[src/hw/rtl/frh_pkg.sv]
// Shared types, character constants and helper functions for the relay command handler.
// No dependencies; imported by every module of the block.
package frh_pkg;

    // Block sizing
    localparam int OPTO_COUNT  = 4;
    localparam int RELAY_COUNT = 8;
    localparam int KEEP_CHARS  = 10;
    localparam int REPLY_LEN   = 14;
    localparam int QUEUE_DEPTH = 2;

    localparam logic [7:0] OPTO_MASK  = 8'((9'd1 << OPTO_COUNT) - 9'd1);
    localparam logic [7:0] RELAY_MASK = 8'((9'd1 << RELAY_COUNT) - 9'd1);

    // Characters
    localparam logic [7:0] CH_LF    = 8'h0A;
    localparam logic [7:0] CH_CR    = 8'h0D;
    localparam logic [7:0] CH_TAB   = 8'h09;
    localparam logic [7:0] CH_VT    = 8'h0B;
    localparam logic [7:0] CH_FF    = 8'h0C;
    localparam logic [7:0] CH_SPACE = 8'h20;
    localparam logic [7:0] CH_LT    = 8'h3C;
    localparam logic [7:0] CH_GT    = 8'h3E;
    localparam logic [7:0] CH_ZERO  = 8'h30;
    localparam logic [7:0] CH_ONE   = 8'h31;
    localparam logic [7:0] CH_T     = 8'h54;
    localparam logic [7:0] CH_STAR  = 8'h2A;
    localparam logic [7:0] CH_O     = 8'h4F;
    localparam logic [7:0] CH_S     = 8'h53;

    // Configuration register indexes
    localparam logic [7:0] REG_OWN_TAG      = 8'd0;
    localparam logic [7:0] REG_OWN_ADDRESS  = 8'd1;
    localparam logic [7:0] REG_SET_ACTION   = 8'd2;
    localparam logic [7:0] REG_REPLY_ACTION = 8'd3;

    // Reply frame byte positions
    localparam logic [3:0] FB_OPEN   = 4'd0;
    localparam logic [3:0] FB_C3     = 4'd1;
    localparam logic [3:0] FB_C4     = 4'd2;
    localparam logic [3:0] FB_C1     = 4'd3;
    localparam logic [3:0] FB_C2     = 4'd4;
    localparam logic [3:0] FB_C5     = 4'd5;
    localparam logic [3:0] FB_C6     = 4'd6;
    localparam logic [3:0] FB_ACTION = 4'd7;
    localparam logic [3:0] FB_STATUS = 4'd8;
    localparam logic [3:0] FB_CLOSE  = 4'd9;
    localparam logic [3:0] FB_CR0    = 4'd10;
    localparam logic [3:0] FB_LF0    = 4'd11;
    localparam logic [3:0] FB_CR1    = 4'd12;
    localparam logic [3:0] FB_LF1    = 4'd13;

    // Configuration register set
    typedef struct packed {
        logic [7:0] own_tag;
        logic [7:0] own_address;
        logic [7:0] set_action_code;
        logic [7:0] reply_action_code;
    } cfg_t;

    // One classified command, front to back
    typedef struct packed {
        logic       reply;      // emit a 14-byte frame instead of a single result
        logic [7:0] relay;      // relay state after this item
        logic [7:0] c1;
        logic [7:0] c2;
        logic [7:0] c3;
        logic [7:0] c4;
        logic [7:0] c5;
        logic [7:0] c6;
        logic [7:0] action;
        logic [7:0] status;     // masked opto bits plus '0'
    } cmd_t;

    // Queue status
    typedef struct packed {
        logic full;
        logic empty;
    } q_stat_t;

    // Back end status
    typedef struct packed {
        logic mid_frame;        // part of a reply frame already sent
    } back_stat_t;

    function automatic logic is_ws(input logic [7:0] c);
        return (c == CH_SPACE) || (c == CH_TAB) || (c == CH_CR) ||
               (c == CH_VT) || (c == CH_FF);
    endfunction

    function automatic logic [7:0] frame_byte(input cmd_t e, input logic [3:0] idx);
        logic [7:0] b;
        b = 8'h00;
        unique case (idx)
            FB_OPEN:   b = CH_LT;
            FB_C3:     b = e.c3;
            FB_C4:     b = e.c4;
            FB_C1:     b = e.c1;
            FB_C2:     b = e.c2;
            FB_C5:     b = e.c5;
            FB_C6:     b = e.c6;
            FB_ACTION: b = e.action;
            FB_STATUS: b = e.status;
            FB_CLOSE:  b = CH_GT;
            FB_CR0:    b = CH_CR;
            FB_LF0:    b = CH_LF;
            FB_CR1:    b = CH_CR;
            FB_LF1:    b = CH_LF;
            default:   b = 8'h00;
        endcase
        return b;
    endfunction

endpackage

[src/hw/rtl/frh_front.sv]
// Front end: collects the line, trims whitespace, decodes commands at newline,
// owns the relay register and pushes one classified command per item. Uses frh_pkg.
module frh_front
    import frh_pkg::*;
(
    input  logic       clk,
    input  logic       rst_n,
    input  logic       in_valid,
    output logic       in_ready,
    input  logic [7:0] rx_byte,
    input  logic [7:0] opto_events,
    input  cfg_t       cfg,
    input  q_stat_t    q_stat,
    output logic       push,
    output cmd_t       push_cmd
);

    logic [7:0] chars_reg [KEEP_CHARS];
    logic [7:0] len_reg, len_next;
    logic [7:0] trim_reg, trim_next;
    logic       started_reg, started_next;
    logic [7:0] relay_reg, relay_next;

    logic       chars_we;
    logic       ws;
    logic [7:0] len_inc;
    logic       line_match;
    logic [7:0] relay_idx;
    logic [7:0] relay_bit;
    logic       do_reply;

    assign in_ready = !q_stat.full;
    assign push     = in_valid && in_ready;
    assign ws       = is_ws(rx_byte);
    assign len_inc  = (len_reg == 8'hFF) ? len_reg : len_reg + 8'd1;

    // Frame check on the stored line
    assign line_match = (trim_reg >= 8'(KEEP_CHARS)) &&
                        (chars_reg[0] == CH_LT) && (chars_reg[9] == CH_GT) &&
                        (chars_reg[1] == cfg.own_tag) &&
                        (chars_reg[2] == cfg.own_address);
    assign relay_idx = chars_reg[6] - CH_ONE;
    assign relay_bit = RELAY_MASK & (8'd1 << relay_idx[2:0]);

    // Line state and command decode
    always_comb
    begin
        len_next     = len_reg;
        trim_next    = trim_reg;
        started_next = started_reg;
        relay_next   = relay_reg;
        chars_we     = 1'b0;
        do_reply     = 1'b0;
        if (push)
        begin
            if (rx_byte != CH_LF)
            begin
                if (started_reg || !ws)
                begin
                    started_next = 1'b1;
                    chars_we     = (len_reg < 8'(KEEP_CHARS));
                    len_next     = len_inc;
                    if (!ws)
                    begin
                        trim_next = len_inc;
                    end
                end
            end
            else
            begin
                if (line_match)
                begin
                    if (chars_reg[5] == CH_S)
                    begin
                        if ((relay_idx < 8'(RELAY_COUNT)) &&
                            (chars_reg[7] == cfg.set_action_code))
                        begin
                            priority if (chars_reg[8] == CH_ZERO)
                                relay_next = relay_reg & ~relay_bit;
                            else if (chars_reg[8] == CH_ONE)
                                relay_next = relay_reg | relay_bit;
                            else if (chars_reg[8] == CH_T)
                                relay_next = relay_reg ^ relay_bit;
                            else
                                relay_next = relay_reg;
                        end
                    end
                    else if ((chars_reg[5] == CH_O) && (chars_reg[6] == CH_STAR))
                    begin
                        do_reply = 1'b1;
                    end
                end
                len_next     = 8'd0;
                trim_next    = 8'd0;
                started_next = 1'b0;
            end
        end
    end

    // Command handed to the queue
    always_comb
    begin
        push_cmd.reply  = do_reply;
        push_cmd.relay  = relay_next & RELAY_MASK;
        push_cmd.c1     = chars_reg[1];
        push_cmd.c2     = chars_reg[2];
        push_cmd.c3     = chars_reg[3];
        push_cmd.c4     = chars_reg[4];
        push_cmd.c5     = chars_reg[5];
        push_cmd.c6     = chars_reg[6];
        push_cmd.action = cfg.reply_action_code;
        push_cmd.status = (opto_events & OPTO_MASK) + CH_ZERO;
    end

    // Control state
    always_ff @(posedge clk or negedge rst_n)
    begin
        if (!rst_n)
        begin
            len_reg     <= 8'd0;
            trim_reg    <= 8'd0;
            started_reg <= 1'b0;
            relay_reg   <= 8'd0;
        end
        else
        begin
            len_reg     <= len_next;
            trim_reg    <= trim_next;
            started_reg <= started_next;
            relay_reg   <= relay_next;
        end
    end

    // Stored line characters, no reset
    always_ff @(posedge clk)
    begin
        for (int i = 0; i < KEEP_CHARS; i++)
        begin
            if (chars_we && (len_reg[3:0] == 4'(i)))
            begin
                chars_reg[i] <= rx_byte;
            end
        end
    end

endmodule

[src/hw/rtl/frh_queue.sv]
// Two-entry command queue between front and back ends.
// Uses frh_pkg for the command and status types.
module frh_queue
    import frh_pkg::*;
(
    input  logic    clk,
    input  logic    rst_n,
    input  logic    push,
    input  cmd_t    push_cmd,
    input  logic    pop,
    output cmd_t    head,
    output q_stat_t q_stat
);

    cmd_t       entry_reg [QUEUE_DEPTH];
    logic       wr_ptr_reg, wr_ptr_next;
    logic       rd_ptr_reg, rd_ptr_next;
    logic [1:0] count_reg, count_next;

    assign head         = entry_reg[rd_ptr_reg];
    assign q_stat.full  = (count_reg == 2'(QUEUE_DEPTH));
    assign q_stat.empty = (count_reg == 2'd0);

    // Pointer and count update
    always_comb
    begin
        wr_ptr_next = push ? ~wr_ptr_reg : wr_ptr_reg;
        rd_ptr_next = pop ? ~rd_ptr_reg : rd_ptr_reg;
        count_next  = count_reg + 2'(push) - 2'(pop);
    end

    always_ff @(posedge clk or negedge rst_n)
    begin
        if (!rst_n)
        begin
            wr_ptr_reg <= 1'b0;
            rd_ptr_reg <= 1'b0;
            count_reg  <= 2'd0;
        end
        else
        begin
            wr_ptr_reg <= wr_ptr_next;
            rd_ptr_reg <= rd_ptr_next;
            count_reg  <= count_next;
        end
    end

    // Entry storage
    always_ff @(posedge clk)
    begin
        if (push)
        begin
            entry_reg[wr_ptr_reg] <= push_cmd;
        end
    end

endmodule

[src/hw/rtl/frh_back.sv]
// Back end: turns queued commands into result items, one per cycle unless the output
// stalls, through a registered output stage. Uses frh_pkg for frame layout.
module frh_back
    import frh_pkg::*;
(
    input  logic       clk,
    input  logic       rst_n,
    input  cmd_t       head,
    input  q_stat_t    q_stat,
    output logic       pop,
    output back_stat_t back_stat,
    output logic       out_valid,
    input  logic       out_ready,
    output logic [7:0] tx_byte,
    output logic       tx_valid,
    output logic [7:0] relay_bits,
    output logic       last_result
);

    logic [3:0] idx_reg, idx_next;
    logic       valid_reg, valid_next;
    logic [7:0] tx_reg, tx_next;
    logic       flag_reg, flag_next;
    logic [7:0] relay_reg, relay_next;
    logic       last_reg, last_next;
    logic       load;

    assign load = !valid_reg || out_ready;

    // Result generation
    always_comb
    begin
        idx_next   = idx_reg;
        valid_next = valid_reg && !out_ready;
        tx_next    = tx_reg;
        flag_next  = flag_reg;
        relay_next = relay_reg;
        last_next  = last_reg;
        pop        = 1'b0;
        if (load && !q_stat.empty)
        begin
            valid_next = 1'b1;
            relay_next = head.relay;
            if (head.reply)
            begin
                tx_next   = frame_byte(head, idx_reg);
                flag_next = 1'b1;
                last_next = (idx_reg == 4'(REPLY_LEN - 1));
                if (idx_reg == 4'(REPLY_LEN - 1))
                begin
                    pop      = 1'b1;
                    idx_next = 4'd0;
                end
                else
                begin
                    idx_next = idx_reg + 4'd1;
                end
            end
            else
            begin
                tx_next   = 8'h00;
                flag_next = 1'b0;
                last_next = 1'b1;
                pop       = 1'b1;
            end
        end
    end

    always_ff @(posedge clk or negedge rst_n)
    begin
        if (!rst_n)
        begin
            idx_reg   <= 4'd0;
            valid_reg <= 1'b0;
        end
        else
        begin
            idx_reg   <= idx_next;
            valid_reg <= valid_next;
        end
    end

    // Output payload, no reset
    always_ff @(posedge clk)
    begin
        tx_reg    <= tx_next;
        flag_reg  <= flag_next;
        relay_reg <= relay_next;
        last_reg  <= last_next;
    end

    assign back_stat.mid_frame = (idx_reg != 4'd0);
    assign out_valid   = valid_reg;
    assign tx_byte     = tx_reg;
    assign tx_valid    = flag_reg;
    assign relay_bits  = relay_reg;
    assign last_result = last_reg;

endmodule

[src/hw/rtl/framed_relay_command_handler.sv]
// Top level of the framed relay command handler: configuration registers,
// front end, command queue and back end. Uses frh_pkg, frh_front, frh_queue, frh_back.
//
// channel   dir  handshake                     payload
// s_axis    in   s_axis_tvalid/s_axis_tready   tdata = rx_byte[7:0], opto_events[15:8]
// m_axis    out  m_axis_tvalid/m_axis_tready   tdata = tx_byte[7:0], relay_bits[15:8];
//                                              tuser = tx_valid; tlast = last_result
// cfg       in   cfg_valid/cfg_ready           cfg_index (register), cfg_data (value)
//
// One byte is accepted per cycle unless the queue is full; its first result passes
// through a queue entry, then the back end's output register. A reply command yields
// 14 results, one per cycle unless m_axis stalls, from the back end's byte counter.
// The two-entry command queue lets input run on while a reply drains; input stalls
// only when the queue is full. Reset is asynchronous, active low; no clearing pass.
module framed_relay_command_handler
    import frh_pkg::*;
(
    input  logic        clk,
    input  logic        rst_n,
    input  logic        s_axis_tvalid,
    output logic        s_axis_tready,
    input  logic [15:0] s_axis_tdata,   // rx_byte[7:0], opto_events[15:8]
    output logic        m_axis_tvalid,
    input  logic        m_axis_tready,
    output logic [15:0] m_axis_tdata,   // tx_byte[7:0], relay_bits[15:8]
    output logic        m_axis_tuser,   // tx_valid[0]
    output logic        m_axis_tlast,
    input  logic        cfg_valid,
    output logic        cfg_ready,
    input  logic [7:0]  cfg_index,
    input  logic [7:0]  cfg_data
);

    cfg_t       cfg_reg;
    logic       push;
    cmd_t       push_cmd;
    logic       pop;
    cmd_t       head;
    q_stat_t    q_stat;
    back_stat_t back_stat;
    logic [7:0] tx_byte;
    logic [7:0] relay_bits;

    // Configuration registers
    assign cfg_ready = 1'b1;

    always_ff @(posedge clk or negedge rst_n)
    begin
        if (!rst_n)
        begin
            cfg_reg <= '0;
        end
        else if (cfg_valid && cfg_ready)
        begin
            unique case (cfg_index)
                REG_OWN_TAG:      cfg_reg.own_tag           <= cfg_data;
                REG_OWN_ADDRESS:  cfg_reg.own_address       <= cfg_data;
                REG_SET_ACTION:   cfg_reg.set_action_code   <= cfg_data;
                REG_REPLY_ACTION: cfg_reg.reply_action_code <= cfg_data;
                default:          cfg_reg                   <= cfg_reg;
            endcase
        end
    end

    frh_front u_front
    (
        .clk         (clk),
        .rst_n       (rst_n),
        .in_valid    (s_axis_tvalid),
        .in_ready    (s_axis_tready),
        .rx_byte     (s_axis_tdata[7:0]),
        .opto_events (s_axis_tdata[15:8]),
        .cfg         (cfg_reg),
        .q_stat      (q_stat),
        .push        (push),
        .push_cmd    (push_cmd)
    );

    frh_queue u_queue
    (
        .clk      (clk),
        .rst_n    (rst_n),
        .push     (push),
        .push_cmd (push_cmd),
        .pop      (pop),
        .head     (head),
        .q_stat   (q_stat)
    );

    frh_back u_back
    (
        .clk         (clk),
        .rst_n       (rst_n),
        .head        (head),
        .q_stat      (q_stat),
        .pop         (pop),
        .back_stat   (back_stat),
        .out_valid   (m_axis_tvalid),
        .out_ready   (m_axis_tready),
        .tx_byte     (tx_byte),
        .tx_valid    (m_axis_tuser),
        .relay_bits  (relay_bits),
        .last_result (m_axis_tlast)
    );

    assign m_axis_tdata = {relay_bits, tx_byte};

    // A result without a reply character is always the only one of its item
    a_plain_is_last: assert property (@(posedge clk) disable iff (!rst_n)
        (m_axis_tvalid && !m_axis_tuser) |-> (m_axis_tlast && (m_axis_tdata[7:0] == 8'h00)))
        else $error("plain result not last or carries a character");

    // A reply frame in progress always has its command still queued
    a_frame_queued: assert property (@(posedge clk) disable iff (!rst_n)
        back_stat.mid_frame |-> !q_stat.empty)
        else $error("reply frame in progress with empty queue");

    // The queue never pops and pushes past its bounds
    a_queue_bounds: assert property (@(posedge clk) disable iff (!rst_n)
        !(pop && q_stat.empty) && !(push && q_stat.full))
        else $error("queue overflow or underflow");

    // Relay bits beyond the fitted relays stay off
    a_relay_mask: assert property (@(posedge clk) disable iff (!rst_n)
        m_axis_tvalid |-> ((m_axis_tdata[15:8] & ~RELAY_MASK) == 8'h00))
        else $error("relay bit set beyond fitted relays");

endmodule
[config.mk]
export PLATFORM = sky130hd
export DESIGN_NAME = framed_relay_command_handler
export DESIGN_NICKNAME = d
export VERILOG_FILES = /design/src/hw/rtl/frh_pkg.sv /design/src/hw/rtl/frh_front.sv /design/src/hw/rtl/frh_queue.sv /design/src/hw/rtl/frh_back.sv /design/src/hw/rtl/framed_relay_command_handler.sv
export SDC_FILE = /design/constraint.sdc
export NUM_CORES = 1
export LEC_CHECK = 0
export BUFFER_PORTS_ARGS = -buffer_cell sky130_fd_sc_hd__buf_2
export CORE_UTILIZATION = 30
export CTS_CLUSTER_SIZE = 14
export DETAILED_ROUTE_END_ITERATION = 16
export HOLD_SLACK_MARGIN = 0.08
export PLACE_DENSITY = 0.49
export SLEW_MARGIN = 20
export SYNTH_ARGS = -nofsm -noshare
export SYNTH_HDL_FRONTEND = slang
export SYNTH_HIERARCHICAL = 1
export SYNTH_SLANG_ARGS = --single-unit
[constraint.sdc]
create_clock -name clk -period 4.6 [get_ports clk]
set_clock_uncertainty 0.1 [all_clocks]
set_input_delay 0.69 -clock clk [delete_from_list [all_inputs] [get_ports clk]]
set_output_delay 0.69 -clock clk [all_outputs]
set_load 0.005 [all_outputs]
==> impl_metrics.tcl, run 1 <==
set metrics [dict create \
    first_pass_iters 5 \
    worstPathRequired_ns 4.82 \
    ios 58 \
    cp_slowest_cell "nor4_2" \
    wl_met1_um 14000 \
    antenna_found_initial 0 \
    p_comb_frac 0.249 \
    drt_iter0_drc 415 \
    max_freq_ghz 0.319 \
    rrSetupSlack_ns 1.46 \
    num-nets-final 971 \
    viasPerCell 4.65 \
    setup_tns_ns 0 \
    totalWireLength_um 29400 \
    io_buffers 52 \
    die_h_um 214 \
    synth_cells 847 \
    core_mm2 0.0442 \
    criticalPathCategory "reg -> reg" \
    rsz0062_at_grt "no" \
    post_layout_nonfiller_instances 1534 \
    hold_viol_final 0 \
    dpl_cell_area_mm2 0.0143 \
    cts_made_buffers 37 \
    grt_pass1_vias 7182 \
    pwr-share-clk 0.307 \
    fin_area_mm2 0.0154 \
    insertion_delay_ns 0.54 \
    grt.total_usage 0.132 \
    critPathCaptureType "flip-flop" \
    gp_congestion 0.823 \
    p_leak_nw 5.68 \
    fillers 4250 \
    start_util 0.304 \
    layout-drive-gt1-share 0.283 \
    die_w_um 214 \
    slew_headroom 0.279 \
    overflow 0 \
    worst-endpoint-arrival_ns 3.36 \
    worstHoldPathType "in -> async" \
    avgSynthCellArea_um2 15.9 \
    netlist_area_mm2 0.0134 \
    cts_root_buf "clkbuf_16" \
    worst_slew_pin_slew_ns 1.07 \
    areaGrowthSynthToFinish_pct 14.6 \
    cp_slowest_stage_delay_ns 0.96 \
    route.met3.wl_um 1220 \
    post-route-min-period_ns 3.14 \
    drc 0 \
    internal_power_mw 6.24 \
    met2WireLength_um 13700 \
    highest_layer "met4" \
    ys_warn_count 6 \
    rows 77 \
    status "completed" \
    worst-path-max-fanout 8 \
    switchingPower_mw 2.61 \
    seqPwrFrac 0.444 \
    power.density_mw_per_mm2 575 \
    die_area_mm2 0.0457 \
    grt_pass1_wl_um 44400 \
    cts.hold.buffers_added 0 \
    max-vdd-ir-drop_mv 0.301 \
    largest_reg_flops 146 \
    finalCritPeriodShare 0.683 \
    htree_levels 2 \
    routedWlPerCell_um 19.1 \
    post_cts_resize_count 0 \
    cts_tree "built" \
    clk_pin_slew_worst_paths_ns 0.06 \
    grt_max_degree 66 \
    cts_setup_buffers 0 \
    clkSinkCount 309 \
    setup_viol 0 \
    clockBufferDepth 3 \
    dpl.cell_count 1465 \
    post-dp-hpwl_um 19200 \
    worstSetupStartpointType "flip-flop" \
    maxSlewViolCount 0 \
    drtAntennaViolNets 0 \
    maxCapViolations 0 \
    fin_util 0.348 \
    crit_chain "nor4bb_1 > nand2_1 > nor4_2 > a41oi_1 > a21oi_1" \
    swShare 0.295 \
    vias 7140 \
]
## through the flow
stage	worst slack [ns]	hold slack [ns]	total power, mW
2_1_floorplan	1.02	0.294	5.61
3_3_place_gp	1.33	0.324	6.23
3_5_place_dp	1.24	0.329	6.24
4_1_cts	1.29	0.108	9.00
5_1_grt	1.18	0.124	9.32
6_report	1.46	0.103	8.86
## final timing paths
check / to / cells past startpoint / startpoint
max in group asynchronous: cfg_reg[7] / 2 / rst_n
worst max-delay path: u_queue/entry_reg[1][71] / 5 / u_front/chars_reg[5][2]
min in group clk: u_queue/entry_reg[1][3] / 1 / s_axis_tdata[11]
worst min-delay path: u_front/len_reg[6] / 1 / rst_n
worst min register to register: u_queue/entry_reg[0][32] / 0 / u_front/chars_reg[4][0]
worst max register to register: u_queue/entry_reg[1][71] / 5 / u_front/chars_reg[5][2]
## critical path: cells and delay by family, from the launching register on
kind | cells | cell delay [ns]
AND/OR/NAND/NOR | 3 | 1.81
AO/OA/AOI/OAI | 2 | 0.57
flip-flops | 1 | 0.44
## layout make-up
| cell class | instances | area [um2] | share of cell area |
|---|---|---|---|
| Antenna cell | 1 | 2.50 | 0.000162 |
| Inverter | 20 | 77.6 | 0.00503 |
| Timing Repair Buffer | 73 | 430 | 0.0279 |
| Tap cell | 592 | 741 | 0.0481 |
| Sequential cell | 309 | 8960 | 0.581 |
| Clock buffer | 51 | 1010 | 0.0655 |
| Multi-Input combinational cell | 471 | 4060 | 0.263 |
| Clock inverter | 17 | 135 | 0.00877 |
## power groups by stage
stage | clock, mW | combinational (mW) | sequential (mW)
CTS | 2.80 | 2.26 | 3.94
finish | 2.72 | 2.21 | 3.93
detailed placement | 0 | 2.25 | 4.00
global placement | 0 | 2.25 | 3.98
global route | 2.91 | 2.41 | 4.00
floorplan | 0 | 1.78 | 3.83
## layer usage
layer  vias to the layer above  track usage
met5                         -            0
met4                         0       0.0374
met3                        40       0.0272
met2                       141        0.210
met1                      3578        0.182
li1                       3381            -
## cells in the final DEF, fill, tap and decap left out, drive strengths merged, types with 8 or more instances in the layout
cell type	instances
o21ai	15
dfrtp	65
ha	22
a21oi	34
nor3	12
and3	9
buf	73
nor4	14
clkinv	13
o22ai	8
a41oi	8
nand2	30
nand3	13
nor2	32
nor2b	10
inv	22
xnor2	27
nand4	10
edfxtp	244
mux2	117
clkbuf	51
Note: power is estimated with default switching activity, not from simulation.
==> inputs of run 2 (changes only) <==
Settings changed: PLACE_DENSITY 0.49 to 0.48.
Clock period 4.6 ns to 3.2 ns, I/O delays scaled along.
==> run 2 against run 1 <==
Hold slack improved by 0.058 ns. Sequential power increased by 40%. Power increased by 45%. Wire length increased by 0.58%. Largest power group unchanged. Highest routed layer unchanged.
==> impl_metrics.tcl, run 2 (same netlist as run 1, synthesis figures left out) <==
set metrics [dict create \
    multi_input_area_mm2 0.00406 \
    post_cts_resize_count 0 \
    vias 7200 \
    grt_pass1_vias 7294 \
    clockBufferDepth 3 \
    critPathCaptureType "flip-flop" \
    insertion_delay_ns 0.52 \
    die_area_mm2 0.0457 \
    clk_pin_slew_worst_paths_ns 0.06 \
    largest_reg_flops 146 \
    ios 58 \
    rrSetupSlack_ns 0.52 \
    grt_pass1_wl_um 44900 \
    htree_levels 2 \
    crit_chain "or3_1 > xnor2_1 > nor4_1 > buf_4 > and4_1 > a21oi_1" \
    cts_root_buf "clkbuf_16" \
    maxSlewViolCount 0 \
    cp_slowest_stage_delay_ns 0.53 \
    crit_buf_inv 1 \
    clkSinkCount 309 \
    post_layout_nonfiller_instances 1551 \
    maxCapViolations 0 \
    num-nets-final 992 \
    post-dp-hpwl_um 20000 \
    dpl.cell_count 1482 \
    worst_slew_pin_slew_ns 0.784 \
    register_area_mm2 0.00896 \
    cts_made_buffers 36 \
    r2r_cells 6 \
    fillers 4218 \
    die_w_um 214 \
    layout-drive-gt1-share 0.298 \
    criticalPathCategory "reg -> reg" \
    areaGrowthSynthToFinish_pct 16.2 \
    place_ws_ns 0.351 \
    worst-path-max-fanout 10 \
    cts_tree "built" \
    max_freq_ghz 0.373 \
    post-route-min-period_ns 2.68 \
    rsz0062_at_grt "no" \
    drtAntennaViolNets 0 \
    core_mm2 0.0442 \
    worstPathRequired_ns 3.33 \
    antennaDiodeCount 0 \
    finalCritPeriodShare 0.837 \
    first_pass_iters 5 \
    worst-endpoint-arrival_ns 2.80 \
    layout_commonest_cell "edfxtp_1" \
    worstHoldPathType "in -> reg" \
    hold_depth 2 \
    start_util 0.304 \
    gp_congestion 0.797 \
    worstSetupStartpointType "flip-flop" \
    io_buffers 52 \
    cp_slowest_cell "edfxtp_1" \
    routedWlPerCell_um 19.0 \
    cpLargestDelayFamily "simple AND/OR/NAND/NOR gates" \
    totalWireLength_um 29500 \
    p_leak_nw 5.80 \
    final_cell_mix "edfxtp_1 (244), dfrtp_1 (64), mux2_4 (60)" \
    overflow 0 \
    layout_setup_ws_ns 0.522 \
    max-vdd-ir-drop_mv 0.565 \
    drc 0 \
    die_h_um 214 \
    rows 77 \
    setup_tns_ns 0 \
    cts_setup_buffers 0 \
    grt.total_usage 0.134 \
    status "completed" \
    grt_max_degree 39 \
    cp.depth 6 \
    setup_viol 0 \
    viasPerCell 4.64 \
    slew_headroom 0.478 \
    hold_viol_final 0 \
    drt_iter0_drc 476 \
    antenna_found_initial 0 \
    power.density_mw_per_mm2 821 \
]
-- run 2: cell count changes in the layout (fill, tap and decap cells not counted), moves of 2 or more --
cell	change
clkbuf_8	-3
clkbuf_1	-7
clkinv_4	+3
buf_4	+12
clkinv_2	+4
buf_12	+5
clkinv_8	-2
dlygate4sd3_1	+5
-- run 2: through the flow --
stage | total power [mW] | util | hold slack [ns] | instance area [um2]
2_1_floorplan | 8.06 | - | 0.0844 | 13500
3_3_place_gp | 9.05 | 0.327 | 0.325 | 14500
3_5_place_dp | 9.08 | 0.327 | 0.330 | 14500
4_1_cts | 13.0 | 0.353 | 0.135 | 15600
5_1_grt | 13.5 | 0.353 | 0.153 | 15600
6_report | 12.8 | 0.353 | 0.161 | 15600
-- run 2: timing repair --
action	4_1_cts	5_1_grt
hold endpoints to repair	35	0
endpoints found under the setup margin	0	0
hold buffers	5	0
-- run 2: cell type report --
| type | count | share of cell area |
|---|---|---|
| flip-flops and latches | 309 | 0.573 |
| multi-input cells | 471 | 0.260 |
| clock buffers | 41 | 0.0602 |
| well taps | 592 | 0.0474 |
| repair buffers | 95 | 0.0429 |
| clock inverters | 23 | 0.0114 |
| inverters | 20 | 0.00497 |
-- run 2: worst paths after layout --
check                                         from                        to
setup / recovery           u_front/chars_reg[6][0]  u_queue/entry_reg[1][68]
hold / removal                         cfg_data[6]               cfg_reg[22]
setup reg to reg           u_front/chars_reg[6][0]  u_queue/entry_reg[1][68]
hold reg to reg            u_front/chars_reg[3][3]  u_queue/entry_reg[0][43]
max in group asynchronous                    rst_n                cfg_reg[1]
min in group asynchronous                    rst_n        u_front/len_reg[4]
-- run 2: power breakdown --
group | switching [mW] | internal (mW)
Combinational | 1.84 | 1.59
Sequential | 0.338 | 5.17
Clock | 1.60 | 2.28
-- run 2: worst register-to-register path: stages, from the launching register on --
cell      delay [ns]
edfxtp_1        0.53
or3_1           0.44
xnor2_1         0.25
nor4_1          0.31
buf_4           0.16
and4_1          0.41
a21oi_1         0.18
-- run 2: routing by layer --
metal  wire (um)  track usage  up-vias
met1       14000        0.183     3608
met2       13700        0.214      141
li1            -            -     3408
met4         687       0.0446        0
met5           0            0        -
met3        1140       0.0239       43
